## config.mk

```make
export PLATFORM = sky130hd
export DESIGN_NAME = timer_min_heap_queue_top_flat
export DESIGN_NICKNAME = d
export VERILOG_FILES = /design/src/rtl/tmhq_pkg.sv /design/src/rtl/tmhq_if.sv /design/src/rtl/tmhq_ram.sv /design/src/rtl/timer_min_heap_queue_top.sv /design/src/flat_wrapper.sv
export SDC_FILE = /design/constraint.sdc
export NUM_CORES = 2
export LEC_CHECK = 0
export BUFFER_PORTS_ARGS = -buffer_cell sky130_fd_sc_hd__buf_2
export CAP_MARGIN = 30
export CORE_UTILIZATION = 60
export CTS_BUF_LIST = sky130_fd_sc_hd__clkbuf_8
export DETAILED_ROUTE_END_ITERATION = 12
export HOLD_SLACK_MARGIN = 0.05
export PLACE_DENSITY = 0.77
export SLEW_MARGIN = 20
export SYNTH_ARGS = -nofsm -noshare
export SYNTH_HDL_FRONTEND = slang
export SYNTH_SLANG_ARGS = --single-unit
```

## constraint.sdc

```tcl
create_clock -name clk -period 27.8 [get_ports clk]
set_clock_uncertainty 0.15 [all_clocks]
set_input_delay 1.39 -clock clk [delete_from_list [all_inputs] [get_ports clk]]
set_output_delay 1.39 -clock clk [all_outputs]
set_load 0.02 [all_outputs]
```

## src/rtl/tmhq_pkg.sv

```systemverilog
`default_nettype none
package tmhq_pkg;
  localparam int CAPACITY    = 16;
  localparam int TIME_BITS   = 48;
  localparam int NUM_IDS     = 16;
  localparam int MAX_RESULTS = 16;
  localparam int IDX_W       = $clog2(CAPACITY);
  localparam int CNT_W       = $clog2(CAPACITY + 1);
  localparam int ID_W        = 4;
  localparam int IVL_W       = 32;
  localparam int RES_W       = $clog2(MAX_RESULTS + 1);

  localparam logic [1:0] ACT_ADD    = 2'd0;
  localparam logic [1:0] ACT_REMOVE = 2'd1;
  localparam logic [1:0] ACT_CHECK  = 2'd2;

  localparam logic [2:0] KIND_ADDED    = 3'd0;
  localparam logic [2:0] KIND_REMOVED  = 3'd1;
  localparam logic [2:0] KIND_ABSENT   = 3'd2;
  localparam logic [2:0] KIND_FULL     = 3'd3;
  localparam logic [2:0] KIND_DUP      = 3'd4;
  localparam logic [2:0] KIND_EXPIRED  = 3'd5;
  localparam logic [2:0] KIND_NONE     = 3'd6;

  typedef struct packed {
    logic [TIME_BITS-1:0] key;
    logic [ID_W-1:0]      id;
  } entry_t;
endpackage
`default_nettype wire

```

## src/rtl/tmhq_if.sv

```systemverilog
`default_nettype none
interface tmhq_in_if;
  logic        valid;
  logic        ready;
  logic [1:0]  action;
  logic [3:0]  timer_id;
  logic [31:0] interval;
  logic        periodic;
  logic [47:0] now;
  modport source(output valid, action, timer_id, interval, periodic, now, input ready);
  modport sink(input valid, action, timer_id, interval, periodic, now, output ready);
endinterface

interface tmhq_out_if;
  logic        valid;
  logic        ready;
  logic [2:0]  kind;
  logic [3:0]  timer_id_res;
  logic [47:0] expiry_time;
  logic        last;
  modport source(output valid, kind, timer_id_res, expiry_time, last, input ready);
  modport sink(input valid, kind, timer_id_res, expiry_time, last, output ready);
endinterface
`default_nettype wire

```

## src/rtl/tmhq_ram.sv

```systemverilog
`default_nettype none
module tmhq_ram #(
  parameter int DEPTH = 16,
  parameter int WIDTH = 52
) (
  input  wire logic                     clk,
  input  wire logic                     we,
  input  wire logic [$clog2(DEPTH)-1:0] waddr,
  input  wire logic [WIDTH-1:0]         wdata,
  input  wire logic                     re,
  input  wire logic [$clog2(DEPTH)-1:0] raddr,
  output logic      [WIDTH-1:0]         rdata
);
  logic [WIDTH-1:0] mem [DEPTH];

  always_ff @(posedge clk) begin
    if (we) begin
      mem[waddr] <= wdata;
    end
    if (re) begin
      rdata <= mem[raddr];
    end
  end
endmodule
`default_nettype wire

```

## src/rtl/timer_min_heap_queue_top.sv

```systemverilog
// An add climbs the heap level by level, reading the parent and then comparing (S_UP_RD,
// S_UP_CMP); a remove climbs the same way or descends, reading the children and comparing
// (S_DN_RD, S_DN_C1, S_DN_C2). A check reads the top and compares it with now (S_CK_TOP,
// S_CK_CMP) for each expired timer, then removes it and, for a periodic timer, adds it again.
// One item at a time: the next is taken the cycle after its last result is loaded.
// Synchronous reset empties the heap and marks every timer absent; no clearing pass.
`default_nettype none
module timer_min_heap_queue_top (
  input  wire logic   clk,
  input  wire logic   rst,
  tmhq_in_if.sink     in_ch,
  tmhq_out_if.source  out_ch
);
  localparam int IW = tmhq_pkg::IDX_W;
  localparam int CW = tmhq_pkg::CNT_W;
  localparam int TB = tmhq_pkg::TIME_BITS;

  typedef enum logic [3:0] {
    S_IDLE, S_UP_RD, S_UP_CMP, S_DN_RD, S_DN_C1, S_DN_C2, S_RM_LAST,
    S_CK_TOP, S_CK_CMP, S_CK_REINS, S_CK_END, S_EMIT
  } state_t;

  state_t state, ret;

  tmhq_pkg::entry_t cur, child_a, pend, res;
  logic [2:0]       res_kind;
  logic             have_pend;
  logic [IW-1:0]    at;
  logic [CW-1:0]    count;
  logic             up_first;
  logic [TB-1:0]    now;
  logic [tmhq_pkg::RES_W-1:0] n_done, budget;

  logic [IW-1:0]    pos [tmhq_pkg::NUM_IDS];
  logic [tmhq_pkg::NUM_IDS-1:0] present;
  logic [tmhq_pkg::IVL_W-1:0] ivls [tmhq_pkg::NUM_IDS];
  logic [tmhq_pkg::NUM_IDS-1:0] per_flags;

  logic             out_valid;
  logic             out_load;

  // memory port
  logic             ram_we, ram_re;
  logic [IW-1:0]    ram_waddr, ram_raddr;
  tmhq_pkg::entry_t ram_wdata, rdata;

  tmhq_ram #(.DEPTH(tmhq_pkg::CAPACITY), .WIDTH($bits(tmhq_pkg::entry_t))) u_heap (
    .clk(clk), .we(ram_we), .waddr(ram_waddr), .wdata(ram_wdata),
    .re(ram_re), .raddr(ram_raddr), .rdata(rdata)
  );

  logic [IW-1:0]    parent_idx;
  logic [IW:0]      c_idx;
  logic [IW+1:0]    c1_idx;
  logic             up_move;
  tmhq_pkg::entry_t dn_m;
  logic [IW-1:0]    dn_mi;
  logic             dn_stop;
  logic             out_free;
  logic             in_fire;
  logic [IW-1:0]    in_at;
  logic [IW-1:0]    last_idx;
  logic             due;
  logic [TB:0]      in_sum, re_sum;
  logic [TB-1:0]    in_key, re_key;

  assign parent_idx = (at - IW'(1)) >> 1;
  assign c_idx      = {at, 1'b1};
  assign c1_idx     = {1'b0, c_idx} + (IW+2)'(1);
  assign up_move    = cur.key < rdata.key;
  assign out_free   = !out_valid || out_ch.ready;
  assign in_fire    = in_ch.valid && in_ch.ready;
  assign in_at      = pos[in_ch.timer_id];
  assign last_idx   = IW'(count - CW'(1));
  assign due        = rdata.key <= now;
  assign out_load   = (state == S_CK_CMP && due && out_free && have_pend) ||
                      (state == S_EMIT && out_free);

  assign in_sum = {1'b0, in_ch.now[TB-1:0]} + (TB+1)'(in_ch.interval);
  assign in_key = in_sum[TB] ? '1 : in_sum[TB-1:0];
  assign re_sum = {1'b0, now} + (TB+1)'(ivls[pend.id]);
  assign re_key = re_sum[TB] ? '1 : re_sum[TB-1:0];

  always_comb begin
    if (state == S_DN_C2 && !(child_a.key < rdata.key)) begin
      dn_m  = rdata;
      dn_mi = IW'(c1_idx);
    end else if (state == S_DN_C2) begin
      dn_m  = child_a;
      dn_mi = IW'(c_idx);
    end else begin
      dn_m  = rdata;
      dn_mi = IW'(c_idx);
    end
  end
  assign dn_stop = cur.key < dn_m.key;

  always_comb begin
    ram_we    = 1'b0;
    ram_waddr = at;
    ram_wdata = cur;
    ram_re    = 1'b0;
    ram_raddr = parent_idx;
    case (state)
      S_IDLE: begin
        ram_raddr = last_idx;
        ram_re = in_fire && in_ch.action == tmhq_pkg::ACT_REMOVE &&
                 present[in_ch.timer_id] && in_at != last_idx;
      end
      S_UP_RD: begin
        ram_we = (at == '0);
        ram_re = (at != '0);
      end
      S_UP_CMP: begin
        if (up_move) begin
          ram_we    = 1'b1;
          ram_wdata = rdata;
        end else begin
          ram_we = !up_first;
        end
      end
      S_DN_RD: begin
        ram_raddr = IW'(c_idx);
        ram_we    = ({1'b0, c_idx} >= (IW+2)'(count));
        ram_re    = !ram_we;
      end
      S_DN_C1: begin
        ram_raddr = IW'(c1_idx);
        if (c1_idx < (IW+2)'(count)) begin
          ram_re = 1'b1;
        end else begin
          ram_we    = 1'b1;
          ram_wdata = dn_stop ? cur : dn_m;
        end
      end
      S_DN_C2: begin
        ram_we    = 1'b1;
        ram_wdata = dn_stop ? cur : dn_m;
      end
      S_RM_LAST: begin
        ram_re = (at != '0);
      end
      S_CK_TOP: begin
        ram_raddr = '0;
        ram_re = (n_done < budget) && (count != '0);
      end
      S_CK_CMP: begin
        ram_raddr = last_idx;
        ram_re = due && (out_free || !have_pend) && (last_idx != '0);
      end
      default: begin
      end
    endcase
  end

  always_ff @(posedge clk) begin
    if (ram_we) begin
      pos[ram_wdata.id] <= ram_waddr;
    end
    if (rst) begin
      state     <= S_IDLE;
      ret       <= S_IDLE;
      count     <= '0;
      present   <= '0;
      out_valid <= 1'b0;
      have_pend <= 1'b0;
      up_first  <= 1'b0;
    end else begin
      out_valid <= out_load || (out_valid && !out_ch.ready);
      case (state)
        S_IDLE: begin
          if (in_fire) begin
            now      <= in_ch.now[TB-1:0];
            res.id   <= in_ch.timer_id;
            up_first <= 1'b0;
            case (in_ch.action)
              tmhq_pkg::ACT_ADD: begin
                if (present[in_ch.timer_id]) begin
                  res_kind <= tmhq_pkg::KIND_DUP;
                  res.key  <= '0;
                  state    <= S_EMIT;
                end else if (count == CW'(tmhq_pkg::CAPACITY)) begin
                  res_kind <= tmhq_pkg::KIND_FULL;
                  res.key  <= '0;
                  state    <= S_EMIT;
                end else begin
                  res_kind                  <= tmhq_pkg::KIND_ADDED;
                  res.key                   <= in_key;
                  ivls[in_ch.timer_id]      <= in_ch.interval;
                  per_flags[in_ch.timer_id] <= in_ch.periodic;
                  present[in_ch.timer_id]   <= 1'b1;
                  cur   <= '{key: in_key, id: in_ch.timer_id};
                  at    <= IW'(count);
                  count <= count + CW'(1);
                  ret   <= S_EMIT;
                  state <= S_UP_RD;
                end
              end
              tmhq_pkg::ACT_REMOVE: begin
                res.key <= '0;
                if (!present[in_ch.timer_id]) begin
                  res_kind <= tmhq_pkg::KIND_ABSENT;
                  state    <= S_EMIT;
                end else begin
                  res_kind                <= tmhq_pkg::KIND_REMOVED;
                  present[in_ch.timer_id] <= 1'b0;
                  count <= count - CW'(1);
                  at    <= in_at;
                  ret   <= S_EMIT;
                  state <= (in_at != last_idx) ? S_RM_LAST : S_EMIT;
                end
              end
              tmhq_pkg::ACT_CHECK: begin
                n_done    <= '0;
                have_pend <= 1'b0;
                budget    <= (count < CW'(tmhq_pkg::MAX_RESULTS)) ?
                             tmhq_pkg::RES_W'(count) : tmhq_pkg::RES_W'(tmhq_pkg::MAX_RESULTS);
                state     <= S_CK_TOP;
              end
              default: begin
                state <= S_IDLE;
              end
            endcase
          end
        end
        S_UP_RD: begin
          state <= (at == '0) ? ret : S_UP_CMP;
        end
        S_UP_CMP: begin
          up_first <= 1'b0;
          if (up_move) begin
            at    <= parent_idx;
            state <= S_UP_RD;
          end else if (up_first) begin
            state <= S_DN_RD;
          end else begin
            state <= ret;
          end
        end
        S_DN_RD: begin
          state <= ram_we ? ret : S_DN_C1;
        end
        S_DN_C1: begin
          if (ram_re) begin
            child_a <= rdata;
            state   <= S_DN_C2;
          end else begin
            at    <= dn_mi;
            state <= dn_stop ? ret : S_DN_RD;
          end
        end
        S_DN_C2: begin
          at    <= dn_mi;
          state <= dn_stop ? ret : S_DN_RD;
        end
        S_RM_LAST: begin
          cur <= rdata;
          if (at != '0) begin
            up_first <= 1'b1;
            state    <= S_UP_CMP;
          end else begin
            state <= S_DN_RD;
          end
        end
        S_CK_TOP: begin
          state <= ram_re ? S_CK_CMP : S_CK_END;
        end
        S_CK_CMP: begin
          if (!due) begin
            state <= S_CK_END;
          end else if (out_free || !have_pend) begin
            if (have_pend) begin
              out_ch.kind         <= tmhq_pkg::KIND_EXPIRED;
              out_ch.timer_id_res <= pend.id;
              out_ch.expiry_time  <= pend.key;
              out_ch.last         <= 1'b0;
            end
            pend             <= rdata;
            have_pend        <= 1'b1;
            n_done           <= n_done + tmhq_pkg::RES_W'(1);
            present[rdata.id] <= 1'b0;
            count            <= count - CW'(1);
            at               <= '0;
            ret              <= S_CK_REINS;
            state            <= (last_idx != '0) ? S_RM_LAST : S_CK_REINS;
          end
        end
        S_CK_REINS: begin
          if (per_flags[pend.id]) begin
            present[pend.id] <= 1'b1;
            cur   <= '{key: re_key, id: pend.id};
            at    <= IW'(count);
            count <= count + CW'(1);
            ret   <= S_CK_TOP;
            state <= S_UP_RD;
          end else begin
            state <= S_CK_TOP;
          end
        end
        S_CK_END: begin
          if (have_pend) begin
            res_kind <= tmhq_pkg::KIND_EXPIRED;
            res      <= pend;
          end else begin
            res_kind <= tmhq_pkg::KIND_NONE;
            res      <= '0;
          end
          state <= S_EMIT;
        end
        S_EMIT: begin
          if (out_free) begin
            out_ch.kind         <= res_kind;
            out_ch.timer_id_res <= res.id;
            out_ch.expiry_time  <= res.key;
            out_ch.last         <= 1'b1;
            state               <= S_IDLE;
          end
        end
        default: begin
          state <= S_IDLE;
        end
      endcase
    end
  end

  assign in_ch.ready  = (state == S_IDLE) && !rst;
  assign out_ch.valid = out_valid;

  a_count_bound: assert property (@(posedge clk) disable iff (rst)
    count <= CW'(tmhq_pkg::CAPACITY)) else $error("heap count above capacity");
  a_present_count: assert property (@(posedge clk) disable iff (rst)
    $countones(present) == 32'(count)) else $error("present bits disagree with count");
  a_up_nonroot: assert property (@(posedge clk) disable iff (rst)
    state == S_UP_CMP |-> at != '0) else $error("parent compare at root");
  a_emit_idle: assert property (@(posedge clk) disable iff (rst)
    state == S_EMIT && out_free |=> state == S_IDLE && out_valid)
    else $error("final result not presented");
endmodule
`default_nettype wire

```

## src/flat_wrapper.sv

```systemverilog
// flat-port wrapper written by rule: the top's interface ports become plain ports
module timer_min_heap_queue_top_flat 
  (clk, rst, in_ch_valid, in_ch_action, in_ch_timer_id, in_ch_interval, in_ch_periodic, in_ch_now, in_ch_ready, out_ch_valid, out_ch_kind, out_ch_timer_id_res, out_ch_expiry_time, out_ch_last, out_ch_ready);
  tmhq_in_if in_ch_i ();
  tmhq_out_if out_ch_i ();
  input  wire logic clk;
  input  wire logic rst;
  input wire logic [$bits(in_ch_i.valid)-1:0] in_ch_valid;
  input wire logic [$bits(in_ch_i.action)-1:0] in_ch_action;
  input wire logic [$bits(in_ch_i.timer_id)-1:0] in_ch_timer_id;
  input wire logic [$bits(in_ch_i.interval)-1:0] in_ch_interval;
  input wire logic [$bits(in_ch_i.periodic)-1:0] in_ch_periodic;
  input wire logic [$bits(in_ch_i.now)-1:0] in_ch_now;
  output wire logic [$bits(in_ch_i.ready)-1:0] in_ch_ready;
  output wire logic [$bits(out_ch_i.valid)-1:0] out_ch_valid;
  output wire logic [$bits(out_ch_i.kind)-1:0] out_ch_kind;
  output wire logic [$bits(out_ch_i.timer_id_res)-1:0] out_ch_timer_id_res;
  output wire logic [$bits(out_ch_i.expiry_time)-1:0] out_ch_expiry_time;
  output wire logic [$bits(out_ch_i.last)-1:0] out_ch_last;
  input wire logic [$bits(out_ch_i.ready)-1:0] out_ch_ready;
  assign in_ch_i.valid = in_ch_valid;
  assign in_ch_i.action = in_ch_action;
  assign in_ch_i.timer_id = in_ch_timer_id;
  assign in_ch_i.interval = in_ch_interval;
  assign in_ch_i.periodic = in_ch_periodic;
  assign in_ch_i.now = in_ch_now;
  assign in_ch_ready = in_ch_i.ready;
  assign out_ch_valid = out_ch_i.valid;
  assign out_ch_kind = out_ch_i.kind;
  assign out_ch_timer_id_res = out_ch_i.timer_id_res;
  assign out_ch_expiry_time = out_ch_i.expiry_time;
  assign out_ch_last = out_ch_i.last;
  assign out_ch_i.ready = out_ch_ready;
  timer_min_heap_queue_top u_core (.clk(clk), .rst(rst), .in_ch(in_ch_i), .out_ch(out_ch_i));
endmodule
```

After elaboration in Yosys (flattened, before gate mapping)
Memories as Yosys holds them, arrays and structs flattened. A register that Yosys moved wholly into a read port is not among the register bits. Cells that the tools add are included.

Register bits after elaboration: 377. Memory bits (writable): 1408. Output and inout port bits: 58. Logic and storage cells: 295. Memories: 3.

Memories: u_core.u_heap.mem (words 16, width 52, rd ports 1, clocked after memory_dff 1, wr ports 1, line tmhq_ram.sv:14) `logic [WIDTH-1:0] mem [DEPTH];`; u_core.ivls (words 16, width 32, rd ports 1, clocked after memory_dff 1, wr ports 1, line timer_min_heap_queue_top.sv:36) `logic [tmhq_pkg::IVL_W-1:0] ivls [tmhq_pkg::NUM_IDS];`; u_core.pos (words 16, width 4, rd ports 1, clocked after memory_dff 0, wr ports 1, line timer_min_heap_queue_top.sv:34) `logic [IW-1:0] pos [tmhq_pkg::NUM_IDS];`.

$add $sub $neg: 7. Order comparisons: 14. Equality and inequality tests: 33. Mux-type cells: 146. Bitwise gates (word level): 9. Reduce and logical (&&, ||, !) cells: 58.

Operators with widths (count): 52-bit two-way mux (12); 48-bit two-way mux (8); 52-bit one-hot mux with 3 select lines (2); 48-bit one-hot mux with 2 select lines (2); 4-bit two-way mux (37); 48-bit < comparator (3); 16-bit two-way mux (7); 52-bit one-hot mux with 2 select lines (1); 48-bit by 32-bit adder with 49-bit output (2); 5-bit two-way mux (11); 48-bit less-or-equal comparator (1); 16-bit one-hot mux with 3 select lines (1); 4-bit one-hot mux with 12 select lines (1); 16-bit AND (2); 16-bit inverter (2); 16-bit bitwise OR (2); 16-bit one-hot mux with 2 select lines (1); 1-bit two-way mux (28); 4-bit one-hot mux with 2 select lines (3); 4-bit one-hot mux with 3 select lines (2); 4-bit one-hot mux with 6 select lines (1); 3-bit two-way mux (7); 5-bit one-hot mux with 2 select lines (2); 3-bit one-hot mux with 2 select lines (3); 51 further kinds (126).

Longest topological paths before layout
Depth in word-level cells: 10. Mapped depth: 26.

Cells and area by module
From an unflattened synthesis, not the netlist that was laid out.

Cell total of the unflattened synthesis: 4970. Area, all modules: 81648.3 µm².

Modules (own cells, without submodules): timer_min_heap_queue_top (times used 1, cells each 3626, area an instance 48910.7 µm², seq. area each 28377.2 µm²); tmhq_ram (times used 1, cells each 1344, area an instance 32737.6 µm², seq. area each 26545.5 µm²).

Worst setup path after synthesis
OpenSTA, ideal clock, no wires.

Path kind: input -> register. Start point: input in_ch_valid. End point: register u_core.cur[0] in the netlist's numbering (enable). Arrival: 11803 ps. Data required time: 26910 ps. Path slack: 15107 ps. Stages: 5. Buffers on the path: 1. Cell sequence: nor2b_1 > and3_1 > clkbuf_1 > nand3_1 > a2111oi_0.

Cells in the longest elaborated chain, start to end: 3.

Ends and longest elaborated chain: from (decl) (line flat_wrapper.sv:8) `input wire logic [$bits(in_ch_i.valid)-1:0] in_ch_valid;`; 1-bit logical AND (line timer_min_heap_queue_top.sv:72) `assign in_fire = in_ch.valid && in_ch.ready;`; 2-bit by 1-bit inequality test with 1-bit output (no source line); 7-bit AND reduction (no source line); to (signal assigned) (line timer_min_heap_queue_top.sv:192) `cur <= '{key: in_key, id: in_ch.timer_id};`; to (signal assigned) (line timer_min_heap_queue_top.sv:257) `cur <= rdata;`; to (signal assigned) (line timer_min_heap_queue_top.sv:291) `cur <= '{key: re_key, id: pend.id};`; to (decl) (line timer_min_heap_queue_top.sv:25) `tmhq_pkg::entry_t cur, child_a, pend, res;`.

No other way between the ends. A chain may end at the register's enable or synchronous reset.

Worst setup path after layout
Start point: register u_core.u_heap.rdata[11], read port of u_core.u_heap.mem. End point: memory u_core.pos[12][3] in the netlist's numbering (enable).

Cells in the longest elaborated chain, start to end: 8. Elaborated cells on any way between the ends: 15. Classes of those cells: order compare: 3; mux: 10; reduce/logical: 2.

Ends and longest elaborated chain: from (decl) (line tmhq_ram.sv:12) `output logic [WIDTH-1:0] rdata`; 48-bit < comparator (line timer_min_heap_queue_top.sv:85) `if (state == S_DN_C2 && !(child_a.key < rdata.key)) begin`; 1-bit logical NOT (line timer_min_heap_queue_top.sv:85); 1-bit logical AND (line timer_min_heap_queue_top.sv:85); 52-bit two-way mux (line timer_min_heap_queue_top.sv:85); 48-bit < comparator (line timer_min_heap_queue_top.sv:96) `assign dn_stop = cur.key < dn_m.key;`; 52-bit two-way mux (line timer_min_heap_queue_top.sv:133, timer_min_heap_queue_top.sv:138); 52-bit two-way mux (line timer_min_heap_queue_top.sv:129) `if (c1_idx < (IW+2)'(count)) begin`; 52-bit one-hot mux with 3 select lines (line timer_min_heap_queue_top.sv:104) `case (state)`; to (decl) (line timer_min_heap_queue_top.sv:34).

Several ways; a longest one is shown, not always the timed one.

==> reports/results.txt <==
Yosys top cell area share - 0.6506
GR Util All Layers - 0.3315
Share of cells above drive strength 1 - 0.1444
Remaining DRCs - 0
Routed met2 length - 110.6 mm
First-pass GRT wire length - 344.1 mm
Crit path buffers/inverters - 4
Post-synth EDFFs - 1805
Headroom to the max-slew limit - 0.2406
Die X - 374.6 um
Largest family of logic cells by synthesized area - compound AO/OA/AOI/OAI gates
Post-DP Area - 86390 sq um
Setup bufs post-CTS - 0
Yosys warnings - 0
Via count of the first global-routing pass - 53.84k
Number of distinct library cells after synthesis - 94
Number of fill cells - 9445
WL/cell - 28.10 um
Final Cycle Share - 0.2954
CP Capture Type - register
Tightest Pin Transition - 1.139 ns
Clock Latency Late Sink - 1.05 ns
GPL Wtd Cong - 1.006
Synth top area cells - edfxtp_1 (65%), mux4_2 (5.1%), ha_1 (4.2%)
Resized Gates After CTS - 0
Remaining antenna violation count - 0
Status - complete, no violations
Final hold violation count - 0
Final setup viols - 0
Final core utilization - 0.6686
WP data arrival - 8.70 ns
CP Class - register to register
Top Metal Used - met5
Peak supply drop - 0.0001322 V
Synth area leader - edfxtp_1
RR Endpoint - u_core.pos[12][3]$_DFFE_PP_
Clock sinks - 1841
Synthesis-stage register bit count - 1841
Post-Synthesis Cells - 6114
LEAKAGE - 0.03193 uW
Seq/Total Area, Yosys - 0.6592
PD cells - 92.79 nW/um^2
DRT iter0 DRCs - 7771
Layout area overhead - 10.47%
Adder-cell share of the synthesized area - 0.04238
Post-synth net total - 6486
Die area - 140400 sq um
Via-to-Cell Ratio - 6.711
Total gr overflow - 0
CTS tree - built
Maximum buffer depth of the clock tree - 4
Final Cell Area - 92040 sq um
Hpwl dp - 144.8 mm
Main flop type after synthesis - edfxtp_1
CP Cell Sequence - inv_1, ha_1, and2_1, a221oi_1, o21ai_1, a31o_1, o41ai_4, and2_4, buf_4, a21oi_1, ha_1, nand4_1, nor4_1, nand3_1, a211oi_1, inv_1, o31ai_4, buf_4, nor2_1, o32ai_2, nand3b_1, nor2_1
Largest net degree at the start of global routing - 227
F_max - 0.1218 GHz
Clock root buffer - clkbuf_8
Compound-gate portion of the synthesized area - 0.1213
Final net count - 6729
Shortest period the worst path allows - 8.211 ns
Slew Limit Fails - 0
Synth Area in Simple Gates - 0.08824
Reg2reg setup slack - 19.59 ns
CP max stage cell - buf_4
CP delay by family, top - compound AO/OA/AOI/OAI gates
Mux cell area share after synthesis - 0.05337
Clk slew on worst S/H paths - 0.06 ns
Number of placement rows - 136
Hold Path Class - register to register
Setup crit start kind - register
Metal3 WL - 23.22 mm
Sequential cell area - 54930 sq um
Crit-path max cell delay - 0.65 ns
Initial antenna violation count - 17
Hold Path End - u_core.out_ch.expiry_time[45]$_DFFE_PP_
Max H-tree Level - 5
Multi-input gate area - 26680 sq um
Worst Path Max Fanout - 68
Number of hold-repair buffers added at the cts stage - 0
I/O pin total - 149
PortBufs - 148
Xor/xnor cell area share of the yosys netlist - 0.009461
Drt first pass iters - 6
WHS - 0.3409 ns
Routed vias - 56.15k
WL met1 - 88.21 mm
CTS Buf Count - 304
Total wire length after detailed routing - 235.1 mm
Die Ht - 374.6 um
Ys async rst share - 0
Starting Density - 0.6052
RR Startpoint - u_core.u_heap.rdata[11]$_DFFE_PP_
Hold-critical path depth - 2
Hold_sp - u_core.res[49]$_DFFE_PP_
Number of max-cap violations - 0
Mapped cell area - 83320 sq um
Synthesized area per cell - 13.63 sq um
Setup TNS - 0 ns
RSZ-0062 raised after global routing - false
Core area - 137700 sq um
R2R depth - 22
Data required, critical path - 28.29 ns
-- sequential cells by signal (all words and copies together) (netlist names), 16 cells and up, named ones only --
register,count
u_core.child_a,52
u_core.per_flags,16
u_core.out_ch.expiry_time,48
u_core.cur,52
u_core.u_heap.mem,832
u_core.pend,52
u_core.ivls,512
u_core.now,48
u_core.pos,64
u_core.u_heap.rdata,52
u_core.res,52
-- worst register-to-register path, delay by kind of cell (launching register included) --
family	cells	cell delay (ns)
flops	1	0.45
fa+ha+maj	2	0.62
simple gates	8	2.39
buf+inv	4	1.49
compound gates	8	2.72
-- layout by cell type (no fill, tap or decap), types with 13 or more instances in the layout --
master | Yosys | routed
edfxtp_1 | 1805 | 1805
nand2_1 | 804 | 802
a21oi_1 | 411 | 398
clkbuf_8 | 0 | 313
a211oi_1 | 294 | 293
inv_1 | 191 | 282
ha_1 | 279 | 279
nor2_1 | 308 | 275
and2_1 | 216 | 215
o21ai_0 | 207 | 205
mux4_2 | 190 | 190
buf_2 | 36 | 154
a31oi_1 | 135 | 135
buf_4 | 3 | 114
a311oi_1 | 110 | 110
clkinv_1 | 1 | 69
a21o_1 | 64 | 64
xnor2_1 | 63 | 63
nand3_1 | 58 | 55
nand4_1 | 55 | 55
a221o_1 | 52 | 52
nor2_4 | 1 | 33
nor3_1 | 35 | 32
dfxtp_1 | 36 | 32
o21ai_1 | 29 | 29
xor2_1 | 27 | 27
o211ai_1 | 26 | 26
nor2b_1 | 25 | 24
clkinv_2 | 0 | 24
nand2b_1 | 23 | 23
o221ai_1 | 23 | 23
o21a_1 | 20 | 20
nor4_1 | 19 | 18
and3_1 | 16 | 15
or3_1 | 15 | 15
a21oi_2 | 1 | 13
-- power by group --
part           total [uW]  internal, uW  switching (uW)  leakage, uW
clock                2150          1100            1050      0.00306
combinational        2910           911            2000       0.0123
sequential           3490          3380             108       0.0166
total                8540          5390            3150       0.0319
-- kinds of logic (layout without fill, tap and decap cells) --
logic type | Yosys count | count (layout)
adder cells (fa/ha/maj) | 281 | 281
XOR/XNOR | 90 | 90
buffers and inverters | 556 | 1005
AND/OR/NAND/NOR | 1626 | 1626
other | 0 | 10
flip-flops | 1841 | 1841
multiplexers | 206 | 206
AO/OA/AOI/OAI | 1514 | 1514
-- Yosys cell counts, drive strengths merged, types with 15 or more instances --
| master | count |
|---|---|
| a211oi | 294 |
| a21o | 64 |
| a21oi | 412 |
| a221o | 52 |
| a311oi | 117 |
| a31oi | 135 |
| and2 | 221 |
| and3 | 16 |
| buf | 66 |
| clkbuf | 296 |
| dfxtp | 36 |
| edfxtp | 1805 |
| ha | 279 |
| inv | 193 |
| mux4 | 190 |
| nand2 | 804 |
| nand2b | 23 |
| nand3 | 58 |
| nand4 | 55 |
| nor2 | 310 |
| nor2b | 25 |
| nor3 | 37 |
| nor4 | 19 |
| o211ai | 26 |
| o21a | 20 |
| o21ai | 236 |
| o221ai | 23 |
| or3 | 15 |
| xnor2 | 63 |
| xor2 | 27 |
-- per-stage QoR --
step | total power [uW] | cells | worst slack [ns]
CTS | 8477 | 8329 | 19.81
finish | 8541 | 8367 | 19.59
floorplan | 5445 | 6114 | 15.11
global placement | 6262 | 7793 | 19.63
global route | 8901 | 8362 | 19.14
detailed placement | 6348 | 7817 | 19.90
-- worst max-delay path by stage --
stage,from,end,slack [ns],cells past startpoint
CTS,u_core.u_heap.rdata[6]$_DFFE_PP_,u_core.u_heap.mem[14][24]$_DFFE_PP_,19.81,20
global route,u_core.u_heap.rdata[11]$_DFFE_PP_,u_core.pos[8][1]$_DFFE_PP_,19.14,22
floorplan,in_ch_valid,u_core.cur[0]$_DFFE_PP_,15.11,5
detailed placement,u_core.u_heap.rdata[11]$_DFFE_PP_,u_core.u_heap.mem[10][24]$_DFFE_PP_,19.90,20
finish,u_core.u_heap.rdata[11]$_DFFE_PP_,u_core.pos[12][3]$_DFFE_PP_,19.59,22
global placement,u_core.u_heap.rdata[11]$_DFFE_PP_,u_core.pos[3][0]$_DFFE_PP_,19.63,24
-- cell type report --
type,instances,area share
Sequential cell,1841,0.5968
Timing Repair Buffer,299,0.02316
Clock inverter,199,0.01077
Antenna cell,10,0.0002719
Multi-Input combinational cell,3717,0.2899
Tap cell,1794,0.02439
Inverter,194,0.007912
Clock buffer,313,0.04680
-- layer usage --
metal | global-route usage | up-vias
met2 | 0.5225 | 3556
met5 | 0 | -
met1 | 0.4446 | 27709
met4 | 0.1698 | 6
li1 | - | 24146
met3 | 0.06081 | 732
No activity file was read; power rests on OpenSTA's default activity.
